File: src/sv/adf_pkg.sv
// Shared types and constants of the accessory display deframer.
package adf_pkg;

	// Message classes decided from the header id and kind.
	typedef enum logic [1:0] {
		MK_CONTENT = 2'd0,
		MK_QUERY   = 2'd1,
		MK_UNKNOWN = 2'd2
	} adf_msg_kind_t;

	// Header field values that select a message class.
	localparam logic [15:0] HDR_ID_ACCESSORY = 16'd1;
	localparam logic [15:0] HDR_KIND_QUERY   = 16'd2 - 16'd1;
	localparam logic [15:0] HDR_KIND_CONTENT = 16'd2;

	// Configuration register indexes.
	localparam logic [1:0] CFG_PAYLOAD_LIMIT = 2'd0;
	localparam logic [1:0] CFG_REPLY_WIDTH   = 2'd1;
	localparam logic [1:0] CFG_REPLY_HEIGHT  = 2'd2;
	localparam logic [1:0] CFG_REPLY_DPI     = 2'd3;

	// Configuration reset values.
	localparam logic [31:0] RST_PAYLOAD_LIMIT = 32'd2097152;
	localparam logic [31:0] RST_REPLY_WIDTH   = 32'd720;
	localparam logic [31:0] RST_REPLY_HEIGHT  = 32'd1280;
	localparam logic [31:0] RST_REPLY_DPI     = 32'd96;

	// Reply: fixed 8-byte preamble, then width, height and dpi words.
	localparam logic [63:0] REPLY_PREAMBLE = 64'h0002_0001_0000_000C;
	localparam logic [4:0]  REPLY_LAST     = 5'd19;
	localparam logic [2:0]  WORD_WIDTH     = 3'd2;
	localparam logic [2:0]  WORD_HEIGHT    = 3'd3;

	// Output kind codes.
	localparam logic OUT_STREAM = 1'b0;
	localparam logic OUT_REPLY  = 1'b1;

	// Query capture is complete after this many payload bytes.
	localparam logic [3:0] CAPTURE_BYTES = 4'd8;

	// Command handed from the parser to the emitter.
	typedef struct packed {
		logic        reply;
		logic [7:0]  data;
		logic [30:0] width;
		logic [30:0] height;
	} adf_cmd_t;

	// Reply words taken from the configuration registers.
	typedef struct packed {
		logic [31:0] width;
		logic [31:0] height;
		logic [31:0] dpi;
	} adf_reply_t;

endpackage

File: src/sv/adf_front.sv
// Header parser and message classifier: turns received beats into commands.
module adf_front (
	input  logic              clk,
	input  logic              arst_n,
	input  logic              in_fire,
	input  logic [7:0]        rx_byte,
	input  logic              end_of_transfer,
	input  logic [31:0]       payload_limit,
	output logic              push,
	output adf_pkg::adf_cmd_t cmd
);
	import adf_pkg::*;

	typedef enum logic [2:0] {
		ST_HEADER  = 3'b001,
		ST_PAYLOAD = 3'b010,
		ST_DROP    = 3'b100
	} adf_state_t;

	adf_state_t    state_q, state_d;
	logic [55:0]   hdr_q, hdr_d;
	logic [2:0]    hdr_cnt_q, hdr_cnt_d;
	logic [31:0]   remain_q, remain_d;
	adf_msg_kind_t kind_q, kind_d;
	logic [63:0]   cap_q, cap_d;
	logic [3:0]    cap_cnt_q, cap_cnt_d;
	logic [30:0]   width_q, width_d;
	logic [30:0]   height_q, height_d;

	logic [63:0] hdr_full;
	logic [15:0] hdr_id;
	logic [15:0] hdr_kind;
	logic [31:0] hdr_len;
	logic        finish;
	logic [31:0] cap_w;
	logic [31:0] cap_h;
	logic        size_ok;

	assign hdr_full = {hdr_q, rx_byte};
	assign hdr_id   = hdr_full[63:48];
	assign hdr_kind = hdr_full[47:32];
	assign hdr_len  = hdr_full[31:0];

	always_comb begin
		state_d   = state_q;
		hdr_d     = hdr_q;
		hdr_cnt_d = hdr_cnt_q;
		remain_d  = remain_q;
		kind_d    = kind_q;
		cap_d     = cap_q;
		cap_cnt_d = cap_cnt_q;
		width_d   = width_q;
		height_d  = height_q;
		finish    = 1'b0;
		push      = 1'b0;
		cap_w     = '0;
		cap_h     = '0;
		size_ok   = 1'b0;

		if (in_fire) begin
			case (state_q)
				ST_PAYLOAD: begin
					remain_d = remain_q - 32'd1;
					if (kind_q == MK_CONTENT) begin
						push = 1'b1;
					end else if (kind_q == MK_QUERY && cap_cnt_q < CAPTURE_BYTES) begin
						cap_d     = {cap_q[55:0], rx_byte};
						cap_cnt_d = cap_cnt_q + 4'd1;
					end
					finish = (remain_q == 32'd1);
				end
				ST_DROP: begin
					if (end_of_transfer) begin
						state_d = ST_HEADER;
					end
				end
				default: begin
					state_d = ST_HEADER;
					hdr_d   = hdr_full[55:0];
					if (hdr_cnt_q != 3'd7) begin
						hdr_cnt_d = hdr_cnt_q + 3'd1;
					end else begin
						hdr_cnt_d = '0;
						cap_d     = '0;
						cap_cnt_d = '0;
						if (hdr_len >= payload_limit) begin
							state_d = end_of_transfer ? ST_HEADER : ST_DROP;
						end else begin
							if (hdr_id == HDR_ID_ACCESSORY && hdr_kind == HDR_KIND_CONTENT)
								kind_d = MK_CONTENT;
							else if (hdr_id == HDR_ID_ACCESSORY && hdr_kind == HDR_KIND_QUERY)
								kind_d = MK_QUERY;
							else
								kind_d = MK_UNKNOWN;
							remain_d = hdr_len;
							if (hdr_len == 32'd0)
								finish = 1'b1;
							else
								state_d = ST_PAYLOAD;
						end
					end
				end
			endcase

			// Close the message: a query latches the peer size and asks for a reply.
			if (finish) begin
				case (kind_d)
					MK_QUERY: begin
						if (cap_cnt_d[3]) begin
							cap_w = cap_d[63:32];
							cap_h = cap_d[31:0];
						end
						size_ok = (cap_w != 32'd0) && !cap_w[31] &&
						          (cap_h != 32'd0) && !cap_h[31];
						width_d  = size_ok ? cap_w[30:0] : '0;
						height_d = size_ok ? cap_h[30:0] : '0;
						push     = 1'b1;
						state_d  = ST_HEADER;
					end
					MK_CONTENT: begin
						state_d = ST_HEADER;
					end
					default: begin
						state_d = end_of_transfer ? ST_HEADER : ST_DROP;
					end
				endcase
			end
		end
	end

	always_comb begin
		cmd.reply  = (state_q == ST_PAYLOAD && kind_q == MK_CONTENT) ? 1'b0 : 1'b1;
		cmd.data   = rx_byte;
		cmd.width  = width_d;
		cmd.height = height_d;
	end

	always_ff @(posedge clk or negedge arst_n) begin
		if (!arst_n) begin
			state_q   <= ST_HEADER;
			hdr_q     <= '0;
			hdr_cnt_q <= '0;
			remain_q  <= '0;
			kind_q    <= MK_CONTENT;
			cap_q     <= '0;
			cap_cnt_q <= '0;
			width_q   <= '0;
			height_q  <= '0;
		end else begin
			state_q   <= state_d;
			hdr_q     <= hdr_d;
			hdr_cnt_q <= hdr_cnt_d;
			remain_q  <= remain_d;
			kind_q    <= kind_d;
			cap_q     <= cap_d;
			cap_cnt_q <= cap_cnt_d;
			width_q   <= width_d;
			height_q  <= height_d;
		end
	end

endmodule

File: src/sv/adf_queue.sv
// Command queue between the parser and the emitter.
module adf_queue #(
	parameter int DEPTH = 4
) (
	input  logic              clk,
	input  logic              arst_n,
	input  logic              push,
	input  adf_pkg::adf_cmd_t push_cmd,
	input  logic              pop,
	output adf_pkg::adf_cmd_t head,
	output logic              not_empty,
	output logic              full
);
	import adf_pkg::*;

	localparam int PW = (DEPTH > 1) ? $clog2(DEPTH) : 1;
	localparam int CW = $clog2(DEPTH + 1);
	localparam logic [PW-1:0] PTR_LAST = PW'(DEPTH - 1);
	localparam logic [CW-1:0] CNT_FULL = CW'(DEPTH);

	adf_cmd_t        entry_q [DEPTH];
	logic [PW-1:0]   wr_ptr_q;
	logic [PW-1:0]   rd_ptr_q;
	logic [CW-1:0]   count_q;
	logic            do_push;
	logic            do_pop;

	assign not_empty = (count_q != '0);
	assign full      = (count_q == CNT_FULL);
	assign do_push   = push && !full;
	assign do_pop    = pop && not_empty;
	assign head      = entry_q[rd_ptr_q];

	always_ff @(posedge clk) begin
		if (do_push) begin
			entry_q[wr_ptr_q] <= push_cmd;
		end
	end

	always_ff @(posedge clk or negedge arst_n) begin
		if (!arst_n) begin
			wr_ptr_q <= '0;
			rd_ptr_q <= '0;
			count_q  <= '0;
		end else begin
			if (do_push) begin
				wr_ptr_q <= (wr_ptr_q == PTR_LAST) ? '0 : wr_ptr_q + 1'b1;
			end
			if (do_pop) begin
				rd_ptr_q <= (rd_ptr_q == PTR_LAST) ? '0 : rd_ptr_q + 1'b1;
			end
			case ({do_push, do_pop})
				2'b10:   count_q <= count_q + 1'b1;
				2'b01:   count_q <= count_q - 1'b1;
				default: count_q <= count_q;
			endcase
		end
	end

endmodule

File: src/sv/adf_back.sv
// Emitter: plays queued commands out as stream beats or 20-beat replies.
module adf_back (
	input  logic                clk,
	input  logic                arst_n,
	input  adf_pkg::adf_cmd_t   head,
	input  logic                head_valid,
	input  adf_pkg::adf_reply_t reply_words,
	output logic                pop,
	input  logic                out_stall,
	output logic                out_valid,
	output logic                out_kind,
	output logic [7:0]          out_byte,
	output logic                last_of_run,
	output logic [30:0]         peer_width,
	output logic [30:0]         peer_height
);
	import adf_pkg::*;

	logic [4:0]  idx_q;
	logic        load;
	logic [31:0] word;
	logic [7:0]  reply_byte;
	logic        reply_end;

	logic        valid_q;
	logic        kind_q;
	logic [7:0]  byte_q;
	logic        last_q;
	logic [30:0] width_q;
	logic [30:0] height_q;

	assign load      = !valid_q || !out_stall;
	assign reply_end = (idx_q == REPLY_LAST);

	always_comb begin
		case (idx_q[4:2])
			WORD_WIDTH:  word = reply_words.width;
			WORD_HEIGHT: word = reply_words.height;
			default:     word = reply_words.dpi;
		endcase
		if (idx_q[4:3] == 2'b00)
			reply_byte = REPLY_PREAMBLE[6'd63 - {idx_q[2:0], 3'b000} -: 8];
		else
			reply_byte = word[5'd31 - {idx_q[1:0], 3'b000} -: 8];
	end

	assign pop = load && head_valid && (!head.reply || reply_end);

	always_ff @(posedge clk) begin
		if (load && head_valid) begin
			kind_q   <= head.reply ? OUT_REPLY : OUT_STREAM;
			byte_q   <= head.reply ? reply_byte : head.data;
			last_q   <= !head.reply || reply_end;
			width_q  <= head.width;
			height_q <= head.height;
		end
	end

	always_ff @(posedge clk or negedge arst_n) begin
		if (!arst_n) begin
			valid_q <= 1'b0;
			idx_q   <= '0;
		end else if (load) begin
			valid_q <= head_valid;
			if (head_valid && head.reply) begin
				idx_q <= reply_end ? '0 : idx_q + 5'd1;
			end
		end
	end

	assign out_valid   = valid_q;
	assign out_kind    = kind_q;
	assign out_byte    = byte_q;
	assign last_of_run = last_q;
	assign peer_width  = width_q;
	assign peer_height = height_q;

endmodule

File: src/sv/accessory_display_deframer.sv
// Top level of the accessory display deframer: config registers, parser, queue, emitter.
//
// Usage:
//   Input channel: one received byte per beat (rx_byte) with end_of_transfer set
//   on the final byte of a transfer. A beat is taken when in_valid is high and
//   in_stall is low. Output channel: one result per beat, out_kind 0 for a
//   video stream byte, 1 for a reply byte to the peer; last_of_run marks the
//   final result caused by one input byte, and peer_width/peer_height carry the
//   peer size as it stands after that input byte.
//   Configuration: cfg_wr_en writes cfg_data into register cfg_index
//   (0 payload limit, 1/2/3 reply width/height/dpi); write only while idle.
// Timing:
//   The parser takes one byte every cycle while in_stall is low. A content
//   payload byte goes through a queue entry, then the output register. A
//   finished query emits a 20-beat reply, one beat per cycle from the emitter
//   while out_stall is low; the QUEUE_DEPTH-entry command queue absorbs
//   input during that burst, and in_stall rises only when the queue is full.
// Reset: config registers return to their default values, the parser waits for a
//   header, the queue empties and out_valid drops.
// Receiver stall: the output register holds its beat; the emitter stops,
//   the queue fills and then in_stall is raised toward the sender.
module accessory_display_deframer #(
	parameter int QUEUE_DEPTH = 4
) (
	input  logic        clk,
	input  logic        arst_n,
	input  logic        cfg_wr_en,
	input  logic [1:0]  cfg_index,
	input  logic [31:0] cfg_data,
	input  logic        in_valid,
	output logic        in_stall,
	input  logic [7:0]  rx_byte,
	input  logic        end_of_transfer,
	output logic        out_valid,
	input  logic        out_stall,
	output logic        out_kind,
	output logic [7:0]  out_byte,
	output logic        last_of_run,
	output logic [30:0] peer_width,
	output logic [30:0] peer_height
);
	import adf_pkg::*;

	logic [31:0] limit_q;
	adf_reply_t  reply_q;

	logic        in_fire;
	logic        push;
	adf_cmd_t    push_cmd;
	logic        pop;
	adf_cmd_t    head;
	logic        head_valid;
	logic        q_full;

	// Configuration registers; user writes only while the block is idle, unchecked.
	always_ff @(posedge clk or negedge arst_n) begin
		if (!arst_n) begin
			limit_q        <= RST_PAYLOAD_LIMIT;
			reply_q.width  <= RST_REPLY_WIDTH;
			reply_q.height <= RST_REPLY_HEIGHT;
			reply_q.dpi    <= RST_REPLY_DPI;
		end else if (cfg_wr_en) begin
			case (cfg_index)
				CFG_PAYLOAD_LIMIT: limit_q        <= cfg_data;
				CFG_REPLY_WIDTH:   reply_q.width  <= cfg_data;
				CFG_REPLY_HEIGHT:  reply_q.height <= cfg_data;
				CFG_REPLY_DPI:     reply_q.dpi    <= cfg_data;
				default:           limit_q        <= limit_q;
			endcase
		end
	end

	// Stall the sender only when no queue slot is left for a command.
	assign in_stall = q_full;
	assign in_fire  = in_valid && !in_stall;

	adf_front u_front (
		.clk             (clk),
		.arst_n          (arst_n),
		.in_fire         (in_fire),
		.rx_byte         (rx_byte),
		.end_of_transfer (end_of_transfer),
		.payload_limit   (limit_q),
		.push            (push),
		.cmd             (push_cmd)
	);

	adf_queue #(
		.DEPTH (QUEUE_DEPTH)
	) u_queue (
		.clk       (clk),
		.arst_n    (arst_n),
		.push      (push),
		.push_cmd  (push_cmd),
		.pop       (pop),
		.head      (head),
		.not_empty (head_valid),
		.full      (q_full)
	);

	adf_back u_back (
		.clk         (clk),
		.arst_n      (arst_n),
		.head        (head),
		.head_valid  (head_valid),
		.reply_words (reply_q),
		.pop         (pop),
		.out_stall   (out_stall),
		.out_valid   (out_valid),
		.out_kind    (out_kind),
		.out_byte    (out_byte),
		.last_of_run (last_of_run),
		.peer_width  (peer_width),
		.peer_height (peer_height)
	);

endmodule

File: config.mk
export PLATFORM = sky130hd
export DESIGN_NAME = accessory_display_deframer
export DESIGN_NICKNAME = d
export VERILOG_FILES = /design/src/sv/adf_pkg.sv /design/src/sv/adf_front.sv /design/src/sv/adf_queue.sv /design/src/sv/adf_back.sv /design/src/sv/accessory_display_deframer.sv
export SDC_FILE = /design/constraint.sdc
export NUM_CORES = 1
export LEC_CHECK = 0
export ABC_AREA = 1
export BUFFER_PORTS_ARGS = -buffer_cell sky130_fd_sc_hd__clkbuf_2
export CAP_MARGIN = 20
export CORE_MARGIN = 10
export CORE_UTILIZATION = 25
export CTS_BUF_LIST = sky130_fd_sc_hd__clkbuf_16
export DETAILED_ROUTE_END_ITERATION = 6
export GPL_TIMING_DRIVEN = 1
export PLACE_DENSITY_LB_ADDON = 0.12
export SYNTH_ARGS = -nofsm -noshare
export SYNTH_HDL_FRONTEND = slang
export SYNTH_HIERARCHICAL = 1
export SYNTH_SLANG_ARGS = --single-unit
File: constraint.sdc
create_clock -name clk -period 7.1 [get_ports clk]
set_input_delay 1.42 -clock clk [delete_from_list [all_inputs] [get_ports clk]]
set_output_delay 1.42 -clock clk [all_outputs]
set_load 0.05 [all_outputs]
==> impl_metrics.toml <==
[hold_path]
hold_path.class = "reg2reg"
hold_start = "reply_q[68]$_DFFE_PN1P_"

[yosys]
ys_seq_elements = 723
synthFlopType = "dfrtp_1"
synthDominantAreaCellType = "edfxtp_1"
synth_cells = 3551
synth_edf_count = 356
synth_top_area_share_pct = 31.9
ys_seq_area_share_pct = 59.3
async_reset_ff_share_pct = 50.8
syn_avg_cell_area_um2 = 9.44
ys_top_cells_by_area = "edfxtp_1 (32%), dfrtp_1 (27%), nand2_1 (14%), inv_1 (3.9%), nand3_1 (3.5%)"
yosys.cell_types.count = 46
netlist_area_um2 = 33500
yosysWarnings = 6
syn_nets = 3647

[layout]
num_antenna_cells = 0
nets = 3694
stdcell_area_um2 = 38500
layout-drive-gt1-share_pct = 10.9
area_growth_pct = 14.9

[worst_setup_path]
critPathArrivalTime_ns = 4.69
start_kind = "primary input"
path_class = "in2reg"
cp.required_ns = 7.38
r2r_start = "u_front/state_q[0]$_DFFE_PN1P_"
setup.worst_path.start = "rx_byte[3]"
cp-end-kind = "register"
critPathMaxFanout = 49

[floorplanning]
die_x_um = 386
num_rows = 134
io_pins = 122
dieArea_um2 = 149000
core_um2 = 133000
initial_utilization_pct = 25.1
die_h_um = 386

[drt]
first_pass_iters = 5
viasPerCell = 4.43
avgRoutedWirePerCell_um = 18.5
drt-initial-drc-count = 1518
vias = 24119
drc = 0
drt_wl_total_um = 101000
ant_nets = 0

[clock_network]
cts_sinks = 723
clk_path_buf_depth = 3
htreeDepth = 3
root_buffer = "clkbuf_16"
cts_hold_buf = 0
clkTransAtPathRegs_ns = 0.06
clock_latency_ns = 0.69
cts_resized = 0
cts_tree = "built"
numCtsBuffers = 91
post-cts-setup-buffers = 0

[pwr]
ir_worst_vdd_mv = 0.302
power_mw = 15.8
power_density_nw_per_um2 = 410
p_leak_nw = 17.5

[timing]
fin_skew_ns = 0.0453
rsz0062_at_grt = "no"
finalHoldViolCount = 0
timing.slew.headroom_pct = 34.5
worstMarginPinSlew_ns = 0.979
final-setup-viol-count = 0
worst_hold_slack_ns = 0.460
timing.final.crit_share_pct = 62.1
tns_ns = 0
slew_violations = 0
fmax_mhz = 227
period_minus_slack_ns = 4.41

[placed_design]
dp_hpwl_um = 62200
io_buffer_count = 121
placed_area_um2 = 35500
gp_congestion = 0.752

[global_route]
grt_pass1_wl_um = 155000
overflow = 0
gr-usage-all-layers_pct = 13.4
grt_max_degree = 154
grt_pass1_vias = 24286
grt_antenna_before_repair = 0

[flow_run]
drv_cap = 0

[status]
status = "completed"
## stage by stage
step           worst slack, ns  util [%]  instances
2_1_floorplan            0.577         -       3551
3_3_place_gp              1.91      26.7       5272
3_5_place_dp              1.92      26.7       5272
4_1_cts                   2.64      28.9       5441
5_1_grt                   2.25      28.9       5442
6_report                  2.69      28.9       5442
## final cells by class
cell class              count  area (um^2)
inverters                 363         1370
flip-flops and latches    723        19900
fillers                 14135        94800
repair buffers            161         1020
clock inverters            77          622
well taps                1768         2210
multi-input cells        2258        11100
clock buffers              92         2300
## power by group
part	switching [mW]	internal (mW)	total, mW
sequential	0.671	5.35	6.02
clock	1.88	2.68	4.55
combinational	3.86	1.34	5.20
total	6.41	9.37	15.8
## critical path, cell delays in order
cell and delay (ns):
clkbuf_2 0.28, ha_1 0.40, nand2_1 0.08, inv_1 0.06, nand2_1 0.05, nand2_1 0.05, nand2_1 0.05, nand2_1 0.06
nand2_1 0.04, nand2_1 0.05, nand2_1 0.11, nand3_1 0.16, nand2_1 0.09, nand2_1 0.08, nand2_1 0.10, nor2_2 0.18
o21a_1 0.17, nand2_1 0.30, nor2_4 0.18, buf_4 0.73
## sequential cells by signal, indices dropped and copies added (netlist names), 4 cells and up
register / cells
u_queue/entry_q: 284
reply_q: 96
u_front/cap_q: 64
u_front/hdr_q: 56
limit_q: 32
u_front/remain_q: 32
u_back/peer_height: 31
u_back/peer_width: 31
u_front/height_q: 31
u_front/width_q: 31
u_back/out_byte: 8
u_back/idx_q: 5
u_front/cap_cnt_q: 4
## final timing paths
path,end,slack (ns),cells after the start
hold reg to reg,reply_q[68]$_DFFE_PN1P_,0.46,2
min in group asynchronous,reply_q[91]$_DFFE_PN0P_,0.68,1
setup reg to reg,u_queue/entry_q[2][25]$_DFFE_PP_,2.73,16
max in group asynchronous,u_front/hdr_q[50]$_DFFE_PN0P_,5.08,2
setup / recovery,u_queue/entry_q[3][13]$_DFFE_PP_,2.69,20
hold / removal,reply_q[68]$_DFFE_PN1P_,0.46,2
## metal layers
| metal | track usage [%] | routed length [um] |
|---|---|---|
| met1 | 18.8 | 48200 |
| met2 | 21.5 | 46900 |
| met3 | 2.22 | 3680 |
| met4 | 3.31 | 2080 |
| met5 | 0 | 0 |
## kinds of logic (layout without fill, tap and decap cells)
| kind of cell | after synthesis | count (layout) | share of synthesized area (%) |
|---|---|---|---|
| AND/OR/NAND/NOR | 1788 | 1788 | 22.3 |
| flip-flops | 723 | 723 | 59.3 |
| buffers and inverters | 570 | 693 | 7.75 |
| AO/OA/AOI/OAI | 410 | 410 | 8.48 |
| adder cells (fa/ha/maj) | 48 | 48 | 1.81 |
| XOR/XNOR | 12 | 12 | 0.314 |
## synth_stat cells (2+ instances only)
| master | n |
|---|---|
| nand2_1 | 1230 |
| dfrtp_1 | 357 |
| edfxtp_1 | 356 |
| inv_1 | 350 |
| nand3_1 | 235 |
| o21ai_0 | 183 |
| nor2_1 | 152 |
| nand4_1 | 131 |
| o211ai_1 | 78 |
| buf_2 | 71 |
| o211ai_2 | 71 |
| clkbuf_1 | 68 |
| ha_1 | 47 |
| a21oi_1 | 38 |
| buf_6 | 35 |
| buf_4 | 20 |
| nor3_1 | 13 |
| o22ai_1 | 13 |
| nor4_1 | 11 |
| dfstp_2 | 10 |
| buf_1 | 9 |
| inv_2 | 9 |
| xor2_1 | 9 |
| a31oi_1 | 8 |
| o21ai_1 | 7 |
| nor2_2 | 5 |
| o21a_1 | 5 |
| clkinv_1 | 3 |
| o221ai_1 | 3 |
| xnor2_1 | 3 |
| a21o_1 | 2 |
| clkbuf_2 | 2 |
| nand2_2 | 2 |
| nor2_4 | 2 |
| nor2_8 | 2 |
## layout by cell type (no fill, tap or decap), types with 7 or more instances in the layout
cell type     n
nand2_1    1228
inv_1       374
edfxtp_1    356
dfrtp_1     355
nand3_1     232
o21ai_0     183
nor2_1      146
nand4_1     131
clkbuf_2    117
clkbuf_16    92
o211ai_1     78
o211ai_2     71
ha_1         47
a21oi_1      38
buf_4        35
clkinv_1     26
clkinv_2     13
nor3_1       13
o22ai_1      13
nor4_1       11
inv_2        10
dfstp_2      10
bufinv_16     9
xor2_1        9
a31oi_1       8
nor2_2        7
o21ai_1       7
Power figures use the tool's default switching activity.
